`src/rtl/ubds_pkg.sv`:
```
// shared constants and types for the uart baud divisor search unit
// no dependencies
package ubds_pkg;

	// field widths
	localparam int unsigned BAUD_W      = 32;
	localparam int unsigned BUS_W       = 32;
	localparam int unsigned OVS_OUT_W   = 4;
	localparam int unsigned FRAC_OUT_W  = 8;
	localparam int unsigned DIV_OUT_W   = 16;

	// default search limits
	localparam int unsigned OVERSAMPLE_MAX_DEF = 15;
	localparam int unsigned FRACTION_MAX_DEF   = 255;
	localparam int unsigned DIVIDER_MAX_DEF    = 65535;

	// bus clock after reset
	localparam logic [BUS_W-1:0] BUS_CLOCK_RST = 32'd16000000;

	// rounding term that fills the 8 fraction bits of the scaled clock
	localparam int unsigned FRAC_SHIFT = 8;
	localparam logic [FRAC_SHIFT-1:0] ROUND_ADD = 8'd127;

	// oversample scan stops once it falls to this value
	localparam int unsigned OVS_LOW = 8;

	// shared divider: scaled clock dividend over a 32-bit divisor
	localparam int unsigned DVD_W = BUS_W + FRAC_SHIFT;
	localparam int unsigned DSR_W = BAUD_W;
	localparam int unsigned CNT_W = $clog2(DVD_W);

	// sequencer states
	typedef enum logic [5:0] {
		ST_IDLE  = 6'b000001,
		ST_DIV   = 6'b000010,
		ST_CHECK = 6'b000100,
		ST_SCAN  = 6'b001000,
		ST_PDIV  = 6'b010000,
		ST_EVAL  = 6'b100000
	} ubds_state_t;

endpackage

```
`src/rtl/uart_baud_divisor_search_unit.sv`:
```
// uart baud divisor search unit: top level and only module
// depends on ubds_pkg for widths, defaults and the state type
//
// Start a search by raising start while busy is low; baud_rate is sampled on that edge.
// The result comes back as a single-cycle done strobe with status, oversample_value,
// fraction_value and divider_value; the receiver cannot stall it, so capture it on done.
// One shared restoring divider (one quotient bit per cycle) does all the work: first
// the 40-step division (bus_clock_hz*256+127)/baud_rate, then one division per
// candidate pair of oversample and fraction, each with TGT_W+1 divide steps, one setup
// and one compare, where TGT_W is the width of the largest legal target (29 bits with
// the default limits). Up to 8 x 255 pairs are tried; a zero error ends the scan early,
// and a zero baud rate or out-of-range target returns a failure status without a scan.
// bus_clock_hz is written through cfg_wr_en / cfg_wr_data; the user must write it only
// while busy is low, which the block itself leaves unenforced.
module uart_baud_divisor_search_unit #(
	parameter int unsigned OVERSAMPLE_MAX = ubds_pkg::OVERSAMPLE_MAX_DEF,
	parameter int unsigned FRACTION_MAX   = ubds_pkg::FRACTION_MAX_DEF,
	parameter int unsigned DIVIDER_MAX    = ubds_pkg::DIVIDER_MAX_DEF
) (
	input  logic                             clk,
	input  logic                             arst_n,
	// configuration write
	input  logic                             cfg_wr_en,
	input  logic [ubds_pkg::BUS_W-1:0]       cfg_wr_data,
	// command
	input  logic                             start,
	output logic                             busy,
	input  logic [ubds_pkg::BAUD_W-1:0]      baud_rate,
	// result
	output logic                             done,
	output logic                             status,
	output logic [ubds_pkg::OVS_OUT_W-1:0]   oversample_value,
	output logic [ubds_pkg::FRAC_OUT_W-1:0]  fraction_value,
	output logic [ubds_pkg::DIV_OUT_W-1:0]   divider_value
);
	import ubds_pkg::*;

	// largest target that can still be reached
	localparam longint unsigned MAX_DIV = 64'(OVERSAMPLE_MAX + 1) * 64'(DIVIDER_MAX + 1) *
		64'(FRACTION_MAX + 256);
	localparam int unsigned TGT_W = $clog2(MAX_DIV + 1);
	// target plus half product
	localparam int unsigned SUM_W = TGT_W + 1;
	// product (oversample) * (256 + fraction)
	localparam int unsigned M_W   = $clog2((OVERSAMPLE_MAX + 1) * (FRACTION_MAX + 256) + 1);
	localparam int unsigned OVS_W = $clog2(OVERSAMPLE_MAX + 2);
	localparam int unsigned FP_W  = $clog2(FRACTION_MAX + 1);

	ubds_state_t state_q;

	logic [BUS_W-1:0]       bus_clock_hz_q;
	logic [TGT_W-1:0]       target_q;
	logic [OVS_W-1:0]       ovs_q;
	logic [FP_W-1:0]        fp_q;
	logic [M_W-1:0]         m_q;
	logic                   found_q;
	logic [M_W-1:0]         best_err_q;
	logic [OVS_OUT_W-1:0]   best_ovs_q;
	logic [FRAC_OUT_W-1:0]  best_frac_q;
	logic [DIV_OUT_W-1:0]   best_div_q;

	// shared divider registers
	logic [DSR_W-1:0]       rem_q;
	logic [DVD_W-1:0]       quo_q;
	logic [DSR_W-1:0]       dvsr_q;
	logic [CNT_W-1:0]       cnt_q;

	// result registers
	logic                   done_q;
	logic                   status_q;
	logic [OVS_OUT_W-1:0]   ovs_out_q;
	logic [FRAC_OUT_W-1:0]  frac_out_q;
	logic [DIV_OUT_W-1:0]   div_out_q;

	// divider step
	logic [DSR_W:0]         shl;
	logic [DSR_W+1:0]       diff;
	logic                   qbit;
	logic [DSR_W-1:0]       rem_nxt;
	logic [DVD_W-1:0]       quo_nxt;

	// candidate arithmetic
	logic [M_W-2:0]         half;
	logic [SUM_W-1:0]       sum;
	logic [M_W-1:0]         rem_m;
	logic [M_W-1:0]         err;
	logic [SUM_W-1:0]       dp1;
	logic                   dp1_ok;
	logic                   better;
	logic                   inner_go;
	logic                   exact;
	logic [OVS_W-1:0]       ovs_dec;

	always_comb begin
		shl     = {rem_q, quo_q[DVD_W-1]};
		diff    = {1'b0, shl} - {2'b0, dvsr_q};
		qbit    = ~diff[DSR_W+1];
		rem_nxt = qbit ? diff[DSR_W-1:0] : shl[DSR_W-1:0];
		quo_nxt = {quo_q[DVD_W-2:0], qbit};
	end

	always_comb begin
		half     = m_q[M_W-1:1];
		sum      = {1'b0, target_q} + SUM_W'(half);
		rem_m    = rem_q[M_W-1:0];
		// distance of the rounded remainder from the midpoint
		err      = (rem_m >= M_W'(half)) ? (rem_m - M_W'(half)) : (M_W'(half) - rem_m);
		dp1      = quo_q[SUM_W-1:0];
		dp1_ok   = dp1 <= SUM_W'(DIVIDER_MAX + 1);
		better   = !found_q || (err < best_err_q);
		exact    = found_q && (best_err_q == '0);
		inner_go = (fp_q < FP_W'(FRACTION_MAX)) && !exact &&
			(SUM_W'(half) <= SUM_W'(target_q));
		ovs_dec  = ovs_q - OVS_W'(1);
	end

	// configuration register
	always_ff @(posedge clk or negedge arst_n) begin
		if (!arst_n) begin
			bus_clock_hz_q <= BUS_CLOCK_RST;
		end else if (cfg_wr_en) begin
			bus_clock_hz_q <= cfg_wr_data;
		end
	end

	// sequencer and datapath
	always_ff @(posedge clk or negedge arst_n) begin
		if (!arst_n) begin
			state_q     <= ST_IDLE;
			done_q      <= 1'b0;
			status_q    <= 1'b0;
			ovs_out_q   <= '0;
			frac_out_q  <= '0;
			div_out_q   <= '0;
			found_q     <= 1'b0;
			best_err_q  <= '0;
			best_ovs_q  <= '0;
			best_frac_q <= '0;
			best_div_q  <= '0;
			target_q    <= '0;
			ovs_q       <= '0;
			fp_q        <= '0;
			m_q         <= '0;
			rem_q       <= '0;
			quo_q       <= '0;
			dvsr_q      <= '0;
			cnt_q       <= '0;
		end else begin
			done_q <= 1'b0;
			case (state_q)
				ST_IDLE: begin
					if (start) begin
						found_q <= 1'b0;
						if (baud_rate == '0) begin
							// zero baud rate fails at once
							done_q     <= 1'b1;
							status_q   <= 1'b1;
							ovs_out_q  <= '0;
							frac_out_q <= '0;
							div_out_q  <= '0;
						end else begin
							// (bus * 256 + 127) / baud
							rem_q   <= '0;
							quo_q   <= {bus_clock_hz_q, ROUND_ADD};
							dvsr_q  <= baud_rate;
							cnt_q   <= CNT_W'(DVD_W - 1);
							state_q <= ST_DIV;
						end
					end
				end
				ST_DIV: begin
					rem_q <= rem_nxt;
					quo_q <= quo_nxt;
					cnt_q <= cnt_q - CNT_W'(1);
					if (cnt_q == '0) begin
						state_q <= ST_CHECK;
					end
				end
				ST_CHECK: begin
					if (quo_q > DVD_W'(MAX_DIV)) begin
						// target out of reach
						done_q     <= 1'b1;
						status_q   <= 1'b1;
						ovs_out_q  <= '0;
						frac_out_q <= '0;
						div_out_q  <= '0;
						state_q    <= ST_IDLE;
					end else begin
						target_q <= quo_q[TGT_W-1:0];
						ovs_q    <= OVS_W'(OVERSAMPLE_MAX + 1);
						fp_q     <= '0;
						m_q      <= M_W'((OVERSAMPLE_MAX + 1) * 256);
						state_q  <= ST_SCAN;
					end
				end
				ST_SCAN: begin
					if (inner_go) begin
						// (target + m/2) divided by m
						rem_q   <= '0;
						quo_q   <= {sum, {(DVD_W - SUM_W){1'b0}}};
						dvsr_q  <= DSR_W'(m_q);
						cnt_q   <= CNT_W'(SUM_W - 1);
						state_q <= ST_PDIV;
					end else if (!exact && (ovs_dec > OVS_W'(OVS_LOW))) begin
						// next oversample, fraction restarts at zero
						ovs_q <= ovs_dec;
						fp_q  <= '0;
						m_q   <= M_W'({ovs_dec, 8'b0});
					end else begin
						done_q     <= 1'b1;
						status_q   <= !found_q;
						ovs_out_q  <= found_q ? best_ovs_q : '0;
						frac_out_q <= found_q ? best_frac_q : '0;
						div_out_q  <= found_q ? best_div_q : '0;
						state_q    <= ST_IDLE;
					end
				end
				ST_PDIV: begin
					rem_q <= rem_nxt;
					quo_q <= quo_nxt;
					cnt_q <= cnt_q - CNT_W'(1);
					if (cnt_q == '0) begin
						state_q <= ST_EVAL;
					end
				end
				ST_EVAL: begin
					// first strictly smaller error with a divider in range wins
					if (better && dp1_ok) begin
						found_q     <= 1'b1;
						best_err_q  <= err;
						best_ovs_q  <= OVS_OUT_W'(ovs_dec);
						best_frac_q <= FRAC_OUT_W'(fp_q);
						best_div_q  <= dp1[DIV_OUT_W-1:0] - DIV_OUT_W'(1);
					end
					fp_q    <= fp_q + FP_W'(1);
					m_q     <= m_q + M_W'(ovs_q);
					state_q <= ST_SCAN;
				end
				default: begin
					state_q <= ST_IDLE;
				end
			endcase
		end
	end

	assign busy             = (state_q != ST_IDLE);
	assign done             = done_q;
	assign status           = status_q;
	assign oversample_value = ovs_out_q;
	assign fraction_value   = frac_out_q;
	assign divider_value    = div_out_q;

endmodule
```
`config.mk`:
```
export PLATFORM = sky130hd
export DESIGN_NAME = uart_baud_divisor_search_unit
export DESIGN_NICKNAME = d
export VERILOG_FILES = /design/src/rtl/ubds_pkg.sv /design/src/rtl/uart_baud_divisor_search_unit.sv
export SDC_FILE = /design/constraint.sdc
export NUM_CORES = 1
export LEC_CHECK = 0
export ABC_AREA = 1
export BUFFER_PORTS_ARGS = -buffer_cell sky130_fd_sc_hd__buf_2
export CORE_MARGIN = 3
export CORE_UTILIZATION = 50
export CTS_BUF_LIST = sky130_fd_sc_hd__clkbuf_8
export CTS_CLUSTER_DIAMETER = 120
export CTS_CLUSTER_SIZE = 14
export DETAILED_ROUTE_END_ITERATION = 16
export GPL_ROUTABILITY_DRIVEN = 0
export PLACE_DENSITY = 0.77
export SLEW_MARGIN = 5
export SYNTH_ARGS = -nofsm -noshare
export SYNTH_HDL_FRONTEND = slang
export SYNTH_SLANG_ARGS = --single-unit
```
`constraint.sdc`:
```
create_clock -name clk -period 3.6 [get_ports clk]
set_clock_uncertainty 0.05 [all_clocks]
set_input_delay 0.36 -clock clk [delete_from_list [all_inputs] [get_ports clk]]
set_output_delay 0.36 -clock clk [all_outputs]
set_load 0.1 [all_outputs]
```
==> flow_results.org, run 1 <==
** Placement
- In this run the tool buffered the top-level ports with 98 buffer cells.
- Cell Count Post-Placement :: 3338
- Detailed placer's ending HPWL :: 40900 µm

** Clock network
- Max Root-Sink Buffers :: 3
- After clock tree synthesis, the clock-pin slew on the worst setup and hold paths is 90 ps.
- Inserted Clock Buffers :: 23
- Sink Count :: 275
- CTS built an H-tree with a depth of 1.
- CTS tree :: built
- Buffer type at the clock tree root :: clkbuf_8
- Clock insertion delay at the later pin of the skew report :: 610 ps

** Yosys
- Of the synthesized area, sequential elements account for 36.3%.
- Mapped Nets :: 2935
- Summing every instance area after synthesis gives 19000 µm².
- Portion of synthesized cell area occupied by the leading cell type :: 35.2%
- Leading post-synthesis cells by instance count :: 928 x nand2_1, 377 x inv_1, 267 x dfrtp_1
- Yosys mapped a number of flops with a built-in enable equal to 0.
- Leading cell types by total area after synthesis :: dfrtp_1 35%, nand2_1 18%, inv_1 7.5%, ha_1 6.8%, nand3_1 5.7%
- The synthesized design spends more area on one cell type than any other, namely dfrtp_1.
- Distinct cells, synth :: 52
- Most repeated cell in the gate-level netlist after synthesis :: nand2_1
- Counting every instance in the synthesized netlist gives 2759.
- For this run, the leading register cell type out of synthesis is dfrtp_1.
- Mean area per synthesized cell :: 6.88 µm²
- The synthesized design contains 275 register bits.
- Count of synthesis-stage warnings from yosys :: 0
- After synthesis, the share of flip-flops with an asynchronous set or reset is 100%.

** Final layout
- Antenna diode count :: 0
- Final Non-Filler Cells :: 3436
- Post-route core utilization :: 58.1%
- The layout has 3386 filler cells.
- Relative to the synthesized area, the layout overhead comes to 13.5%.
- Layout cells sized above 1 :: 11.0%
- Number of nets in the final layout :: 3099

** Global routing
- Vias in the first global route :: 17.8k
- Largest net degree at the start of global routing :: 94
- Total routing resource utilization after global routing :: 26.0%
- First-pass GRT wire length :: 88100 µm
- Number of antenna violations at the first check in global routing :: 0
- GRT Residual Overflow :: 0

** Floorplanning
- Total die area :: 40300 µm²
- Initial core utilization :: 51.2%
- After floorplanning, the core was divided into 70 placement rows.
- Die Y :: 201 µm
- The region available for standard cell placement spans 37000 µm².
- # IOs :: 99
- Measured along the x axis, the die boundary spans 201 µm.

** Timing
- Peak Freq :: 289 MHz
- Final hold viol count :: 0
- The number of pins exceeding their max-slew limit in the final report was 0.
- Setup violations remaining at the end of the flow were counted as 0.
- After layout, the minimum clock period comes to 3460 ps.
- Ratio of final minimum period to clock period :: 96.2%
- The worst pin sits at a relative slew slack of 37.2%.
- For the pin with the worst max-slew slack, the measured transition is 942 ps.

** Run status
- The run finished with clean final reports.

** Worst setup path
- The worst setup path is captured at a flop.
- STA puts the critical path data arrival time at 3900 ps.
- CP Max Fanout :: 15
- Worst Path Class, Setup :: reg2reg
- Terminus of the critical flop-to-flop path :: best_err_q[3]$_DFFE_PN0P_
- Worst r2r src :: rem_q[8]$_DFFE_PN0P_
- Depth of the worst register-to-register path :: 20
- Data on the critical path is required at its endpoint by 4040 ps.
- Reg-to-reg setup timing slack :: 140 ps
- STA classifies the critical path startpoint as a flop.

** Drt
- Across all layers, the routed design uses 18.9k vias.
- After detailed routing, the average wire length per cell comes to 16.0 µm.
- Detailed Route WL :: 54800 µm
- For this block, the initial DRC count from the detailed router was 1699.
- Remaining antenna violation count after routing :: 0
- For this run, the detailed router's first-pass iteration total came to 12.
- Using the TritonRoute via totals, the vias-per-cell ratio works out to 5.50.
- DR DRC count :: 0

** Flow run
- Number of maximum-capacitance constraint violations :: 0

** Worst hold path
- Path class of the lowest-slack min-delay path :: in2reg
- The path with the worst hold slack has its endpoint at dvsr_q[15]$_DFFE_PN0P_.
- The worst hold path passes through 3 cells.
- The startpoint identified for the worst hold timing path is baud_rate[15].

** Pwr
- Worst supply voltage drop on vdd :: 0.000624 V
- Leak Pwr :: 11.6 nW
- Power per Cell Area :: 756 nW/µm²
-- critical path, cell delays in order (launching register included) --
cell and delay [ps]:
dfrtp_1 410, ha_1 380, nand2_1 130, nor2_1 190, inv_1 80, o21ai_2 160
inv_1 90, nand2_4 100, buf_6 140, nand2_1 70, and2_1 170, ha_1 290
nand2_1 70, nor4_2 260, o21ai_1 100, nand2_1 100, nand2_2 60, nand2_4 150
buf_4 230, nand2_1 60, o21ai_1 70
-- worst max path at each step --
stage | start | endpoint | depth (start not counted)
floorplan | m_q[8]$_DFFE_PN0P_ | found_q$_DFFE_PN0P_ | 23
global placement | m_q[1]$_DFFE_PN0P_ | found_q$_DFFE_PN0P_ | 25
detailed placement | m_q[2]$_DFFE_PN0P_ | found_q$_DFFE_PN0P_ | 22
CTS | rem_q[9]$_DFFE_PN0P_ | found_q$_DFFE_PN0P_ | 21
global route | m_q[3]$_DFFE_PN0P_ | found_q$_DFFE_PN0P_ | 25
finish | rem_q[8]$_DFFE_PN0P_ | best_err_q[3]$_DFFE_PN0P_ | 20
-- stage by stage --
stage	TNS (ps)	hold WS [ps]	cell area [µm²]	power, mW	setup WS, ps
3_3_place_gp	0	362	20300	13.6	157
6_report	0	37.0	21500	16.3	135
3_5_place_dp	0	376	20300	13.9	14.2
5_1_grt	-1600	37.1	21500	17.7	-84.9
2_1_floorplan	0	14.4	19000	11.4	114
4_1_cts	0	11.9	21100	15.6	4.19
-- cells by family after synthesis --
logic type | synth area share (%)
AO/OA/AOI/OAI | 9.89
multiplexers | 1.31
AND/OR/NAND/NOR | 32.4
buffers and inverters | 10.0
XOR/XNOR | 2.77
flip-flops | 36.3
adder cells (fa/ha/maj) | 7.32
-- state kept, by name, indices dropped and copies added, names as in the netlist, 16 cells and up --
register and count:
quo_q 40, dvsr_q 32, target_q 29, best_div_q 16, bus_clock_hz_q 32, divider_value 16, rem_q 32
-- power breakdown --
| group | leakage, nW | switching (mW) | internal, mW |
|---|---|---|---|
| registers | 3.60 | 0.540 | 3.77 |
| logic | 7.81 | 6.73 | 3.57 |
| clock network | 0.214 | 1.08 | 0.591 |
| total | 11.6 | 8.35 | 7.93 |
-- cells in the final DEF (no fill, tap or decap), drive strengths merged, types with 22 or more instances in the layout --
cell	netlist	routed
ha	103	103
mux2	22	22
nand3	219	219
a21oi	84	84
nor3	38	38
xor2	39	39
dfrtp	267	267
o21ai	197	197
nand2	939	939
clkbuf	34	25
buf	55	175
nor2	200	200
dlygate4sd3	0	51
nand4	40	40
inv	388	396
-- layout make-up --
class | count | area, µm² | share of cell area, %
Inverter | 390 | 1470 | 6.82
Clock buffer | 23 | 317 | 1.47
Multi-Input combinational cell | 2005 | 10500 | 48.5
Sequential cell | 275 | 6890 | 32.0
Tap cell | 504 | 631 | 2.93
Timing Repair Buffer | 228 | 1730 | 8.01
Clock inverter | 11 | 48.8 | 0.227
-- repair_timing --
action                                  in CTS  in global routing
hold buffers                                51                  0
endpoints found under the setup margin       6                 42
gates cloned                                 0                  2
pin swaps                                    0                 13
gates resized for setup                      2                 61
setup buffers                                1                 10
hold endpoints to repair                   139                  0
-- per-layer routing --
| layer | GRT usage [%] | part of all wire [%] |
|---|---|---|
| met5 | 0 | 0 |
| met4 | 8.73 | 3.6 |
| met3 | 3.68 | 8.2 |
| met2 | 42.2 | 45 |
| met1 | 35.9 | 43 |
Power figures use the tool's default switching activity.
==> inputs of run 2 (changes only) <==
--- a/config.mk
+++ b/config.mk
@@ -14,6 +14,7 @@
 export CTS_CLUSTER_SIZE = 14
 export DETAILED_ROUTE_END_ITERATION = 16
 export GPL_ROUTABILITY_DRIVEN = 0
+export HOLD_SLACK_MARGIN = 0.03
 export PLACE_DENSITY = 0.77
 export SLEW_MARGIN = 5
 export SYNTH_ARGS = -nofsm -noshare
==> constraint.sdc (replaced) <==
create_clock -name clk -period 3 [get_ports clk]
set_clock_uncertainty 0.05 [all_clocks]
set_input_delay 0.3 -clock clk [delete_from_list [all_inputs] [get_ports clk]]
set_output_delay 0.3 -clock clk [all_outputs]
set_load 0.1 [all_outputs]
==> flow_results.org, run 2 (same netlist as run 1, synthesis figures left out) <==
** Timing
- Min setup slack post-route :: -513 ps
- Setup repair after global routing could not meet its margin everywhere.
- Peak Freq :: 285 MHz
- The number of failing hold endpoints at the final stage is 0.
- Ratio of final minimum period to clock period :: 117%
- Summed over all failing endpoints, the final setup total negative slack is -18800 ps.
- Minimum period implied by the final worst setup slack :: 3510 ps
- The number of pins exceeding their max-slew limit in the final report is 0.
- Least-Margin Pin Slew :: 935 ps
- Measured against its own limit, the worst slew margin works out to 37.6%.
- Setup violations remaining at the end of the flow were counted as 42.

** Worst setup path
- Among all stages on the critical path, the largest delay is contributed by dfrtp_1.
- For flop-to-flop paths, the worst setup slack is -510 ps.
- CP Max Fanout :: 8
- Worst r2r src :: m_q[8]$_DFFE_PN0P_
- The worst setup path is launched from a flop.
- The kind of cell with the highest combined delay along the critical path is simple AND/OR/NAND/NOR gates.
- Crit end category :: flop
- Required time of the worst setup path :: 3430 ps
- Crit-path most repeated cell :: nand2_4
- Biggest cell delay along the critical path :: 380 ps
- Terminus of the critical flop-to-flop path :: best_frac_q[4]$_DFFE_PN0P_
- Depth of the worst register-to-register path :: 23
- Depth of the critical timing path with buffers and inverters included :: 23
- The most critical setup path has its startpoint at m_q[8]$_DFFE_PN0P_.
- Worst Path Class, Setup :: reg2reg
- Count of buffer and inverter cells on the critical path :: 6
- Traced cell by cell, the critical path runs through clkinv_2 -> ha_4 -> nand2_4 -> nor2_4 -> nand4_1 -> o21ai_2 -> inv_2 -> nand2_4 -> buf_4 -> buf_6 -> nand2_1 -> and2_4 -> ha_4 -> a21oi_1 -> o21ai_1 -> a21oi_1 -> nand2_1 -> nand2_4 -> nand2_4 -> buf_6 -> buf_16 -> nand2_2 -> o21ai_1.
- Worst setup path endpoint :: best_frac_q[4]$_DFFE_PN0P_
- Arrival time of data at the critical path endpoint :: 3940 ps

** Clock network
- After clock tree synthesis, the clock-pin slew on the worst setup and hold paths is 110 ps.
- The number of clock buffers added by TritonCTS is 23.
- Clock tree synthesis selected as its root buffer the cell clkbuf_8.
- CTS built an H-tree with a depth of 1.
- Clock insertion delay at the later pin of the skew report :: 610 ps
- CTS tree :: built
- Sink Count :: 275
- The clock passes through at most 3 buffers.

** Drt
- Dividing the detail-routed via count by the number of cells gives 5.49.
- The detailed router finished its first iteration with 1926 violations.
- For this block, wires on met1 add up to 24400 µm.
- Routed length per placed instance :: 16.4 µm
- Max layer used :: met4
- First-pass detailed-route iteration total :: 6
- WL met2 :: 26400 µm
- Met3 wirelength from detailed routing :: 4630 µm
- For this block, the via count after detailed routing is 19.3k.
- Detailed Route WL :: 57900 µm
- The detail route stage leaves a number of antenna-violating nets equal to 0.
- After detailed routing, the number of remaining DRC violations is 0.

** Global routing
- Entering global routing, the biggest net connects 86 pins.
- Total routing resource utilization after global routing :: 27.9%
- The via count of the first global-routing pass came to 18.8k.
- First-pass GRT wire length :: 94600 µm
- The initial antenna violation count is 1.
- For this run the aggregate overflow at the end of global routing stands at 0.

** Final layout
- Counting the fill cells in the layout gives 3158.
- Most common library cell in the layout ignoring fill and taps :: nand2_1
- At the end of the flow, the number of nets in the layout was 3187.
- Layout cells sized above 1 :: 16.2%
- 0 antenna diodes ended up in the layout.
- The register with the most flip-flops in the layout has 40 of them.
- More flip-flops sit in one register than any other, and that register is quo_q.
- Area of all placed cells without fillers :: 22700 µm²
- Compared with the post-synthesis result, the final layout area differs by 19.8%.
- Most frequent cells in the layout :: 885 x nand2_1, 374 x inv_1, 265 x dfrtp_1, 207 x nand3_1, 187 x nor2_1

** Pwr
- Power per Cell Area :: 959 nW/µm²
- For this design the static power due to leakage is 12.2 nW.
- Worst supply voltage drop on vdd :: 0.000678 V

** Placement
- Total of buffers placed on input and output ports :: 98
- At the placement stage, the worst setup path has a slack of -381 ps.
- Summed over all nets, the half-perimeter wirelength after detailed placement is 41600 µm.
- In this run the cell area measured after placement is 20900 µm².

** Worst hold path
- The tightest min-delay check is of the in2reg type.

** Floorplanning
- The die covers 40300 µm².
- Initial core utilization :: 51.2%
- In this run the vertical extent of the chip is 201 µm.
- # IOs :: 99
- Die width :: 201 µm
- In this run the core area contains 70 standard-cell rows.
- After floorplanning, the core was sized to cover 37000 µm².

** Run status
- The final reports fail on setup timing.
- Outcome :: finished, violations left

** Flow run
- Number of maximum-capacitance constraint violations :: 0
## run 2: changes by cell type in the layout (fill, tap and decap cells not counted), moves of 6 or more
cell | before | now
dlygate4sd3_1 | 51 | 58
o21ai_2 | 4 | 18
nand2_4 | 3 | 10
o21ai_1 | 43 | 37
nand2_2 | 21 | 44
nand3_1 | 213 | 207
inv_1 | 384 | 374
buf_6 | 1 | 8
o21ai_0 | 150 | 141
buf_4 | 69 | 134
ha_1 | 90 | 82
inv_2 | 12 | 23
ha_4 | 9 | 20
nand2_1 | 915 | 885
## run 2: report_power, final
group / switching, mW / internal (mW)
registers: 0.619 / 4.52
clock network: 1.31 / 0.713
logic: 9.01 / 5.63
## run 2: layout make-up
| cell class | instances | area [µm²] | area share (%) |
|---|---|---|---|
| inverters | 390 | 1480 | 6.51 |
| well taps | 504 | 631 | 2.77 |
| flip-flops and latches | 275 | 6890 | 30.3 |
| clock inverters | 13 | 56.3 | 0.248 |
| repair buffers | 314 | 2480 | 10.9 |
| clock buffers | 23 | 317 | 1.39 |
| repair inverters | 1 | 8.76 | 0.0385 |
| multi-input cells | 2006 | 10900 | 47.8 |
## run 2: routing by layer
layer	up-vias	global-route usage, %
met1	9021	37.7
li1	9261	-
met2	876	45.9
met4	0	10.1
met5	-	0
met3	191	4.12
## run 2: stage by stage
stage | power, mW | cells | util (%) | hold slack, ps
global placement | 17.2 | 3400 | 56.4 | 175
finish | 21.8 | 3526 | 61.4 | 66.9
global route | 23.6 | 3526 | 61.4 | 66.4
detailed placement | 17.6 | 3400 | 56.4 | 170
floorplan | 13.8 | 2759 | - | -45.6
CTS | 20.8 | 3521 | 61.0 | 41.8
## run 2: worst min path at each step
stage                 start  slack (ps)                       endpoint  cells after the start
2_1_floorplan        arst_n         -50      best_div_q[0]$_DFFE_PN0P_                      0
3_5_place_dp         arst_n         170  fraction_value[5]$_DFFE_PN0P_                      1
6_report       baud_rate[5]          70          dvsr_q[5]$_DFFE_PN0P_                      5
4_1_cts        baud_rate[5]          40          dvsr_q[5]$_DFFE_PN0P_                      5
5_1_grt        baud_rate[5]          70          dvsr_q[5]$_DFFE_PN0P_                      5
3_3_place_gp         arst_n         180                 done$_DFF_PN0_                      1
## run 2: worst reg2reg max path, delay by kind of cell, from the launching register on
family | cells | cell delay, ps
adders and majority gates | 2 | 480
and+or+nand+nor | 10 | 1090
DFF | 1 | 380
buffers and inverters | 6 | 660
AOI/OAI and AO/OA | 5 | 750
## run 2: timing repair
action / CTS / global route
buffers inserted: 21 / 7
gates resized for setup: 105 / 48
hold endpoints to repair: 283 / 0
hold buffers: 58 / 0
cloned: 6 / 1
setup endpoints to repair: 42 / 89
pin swaps: 25 / 26
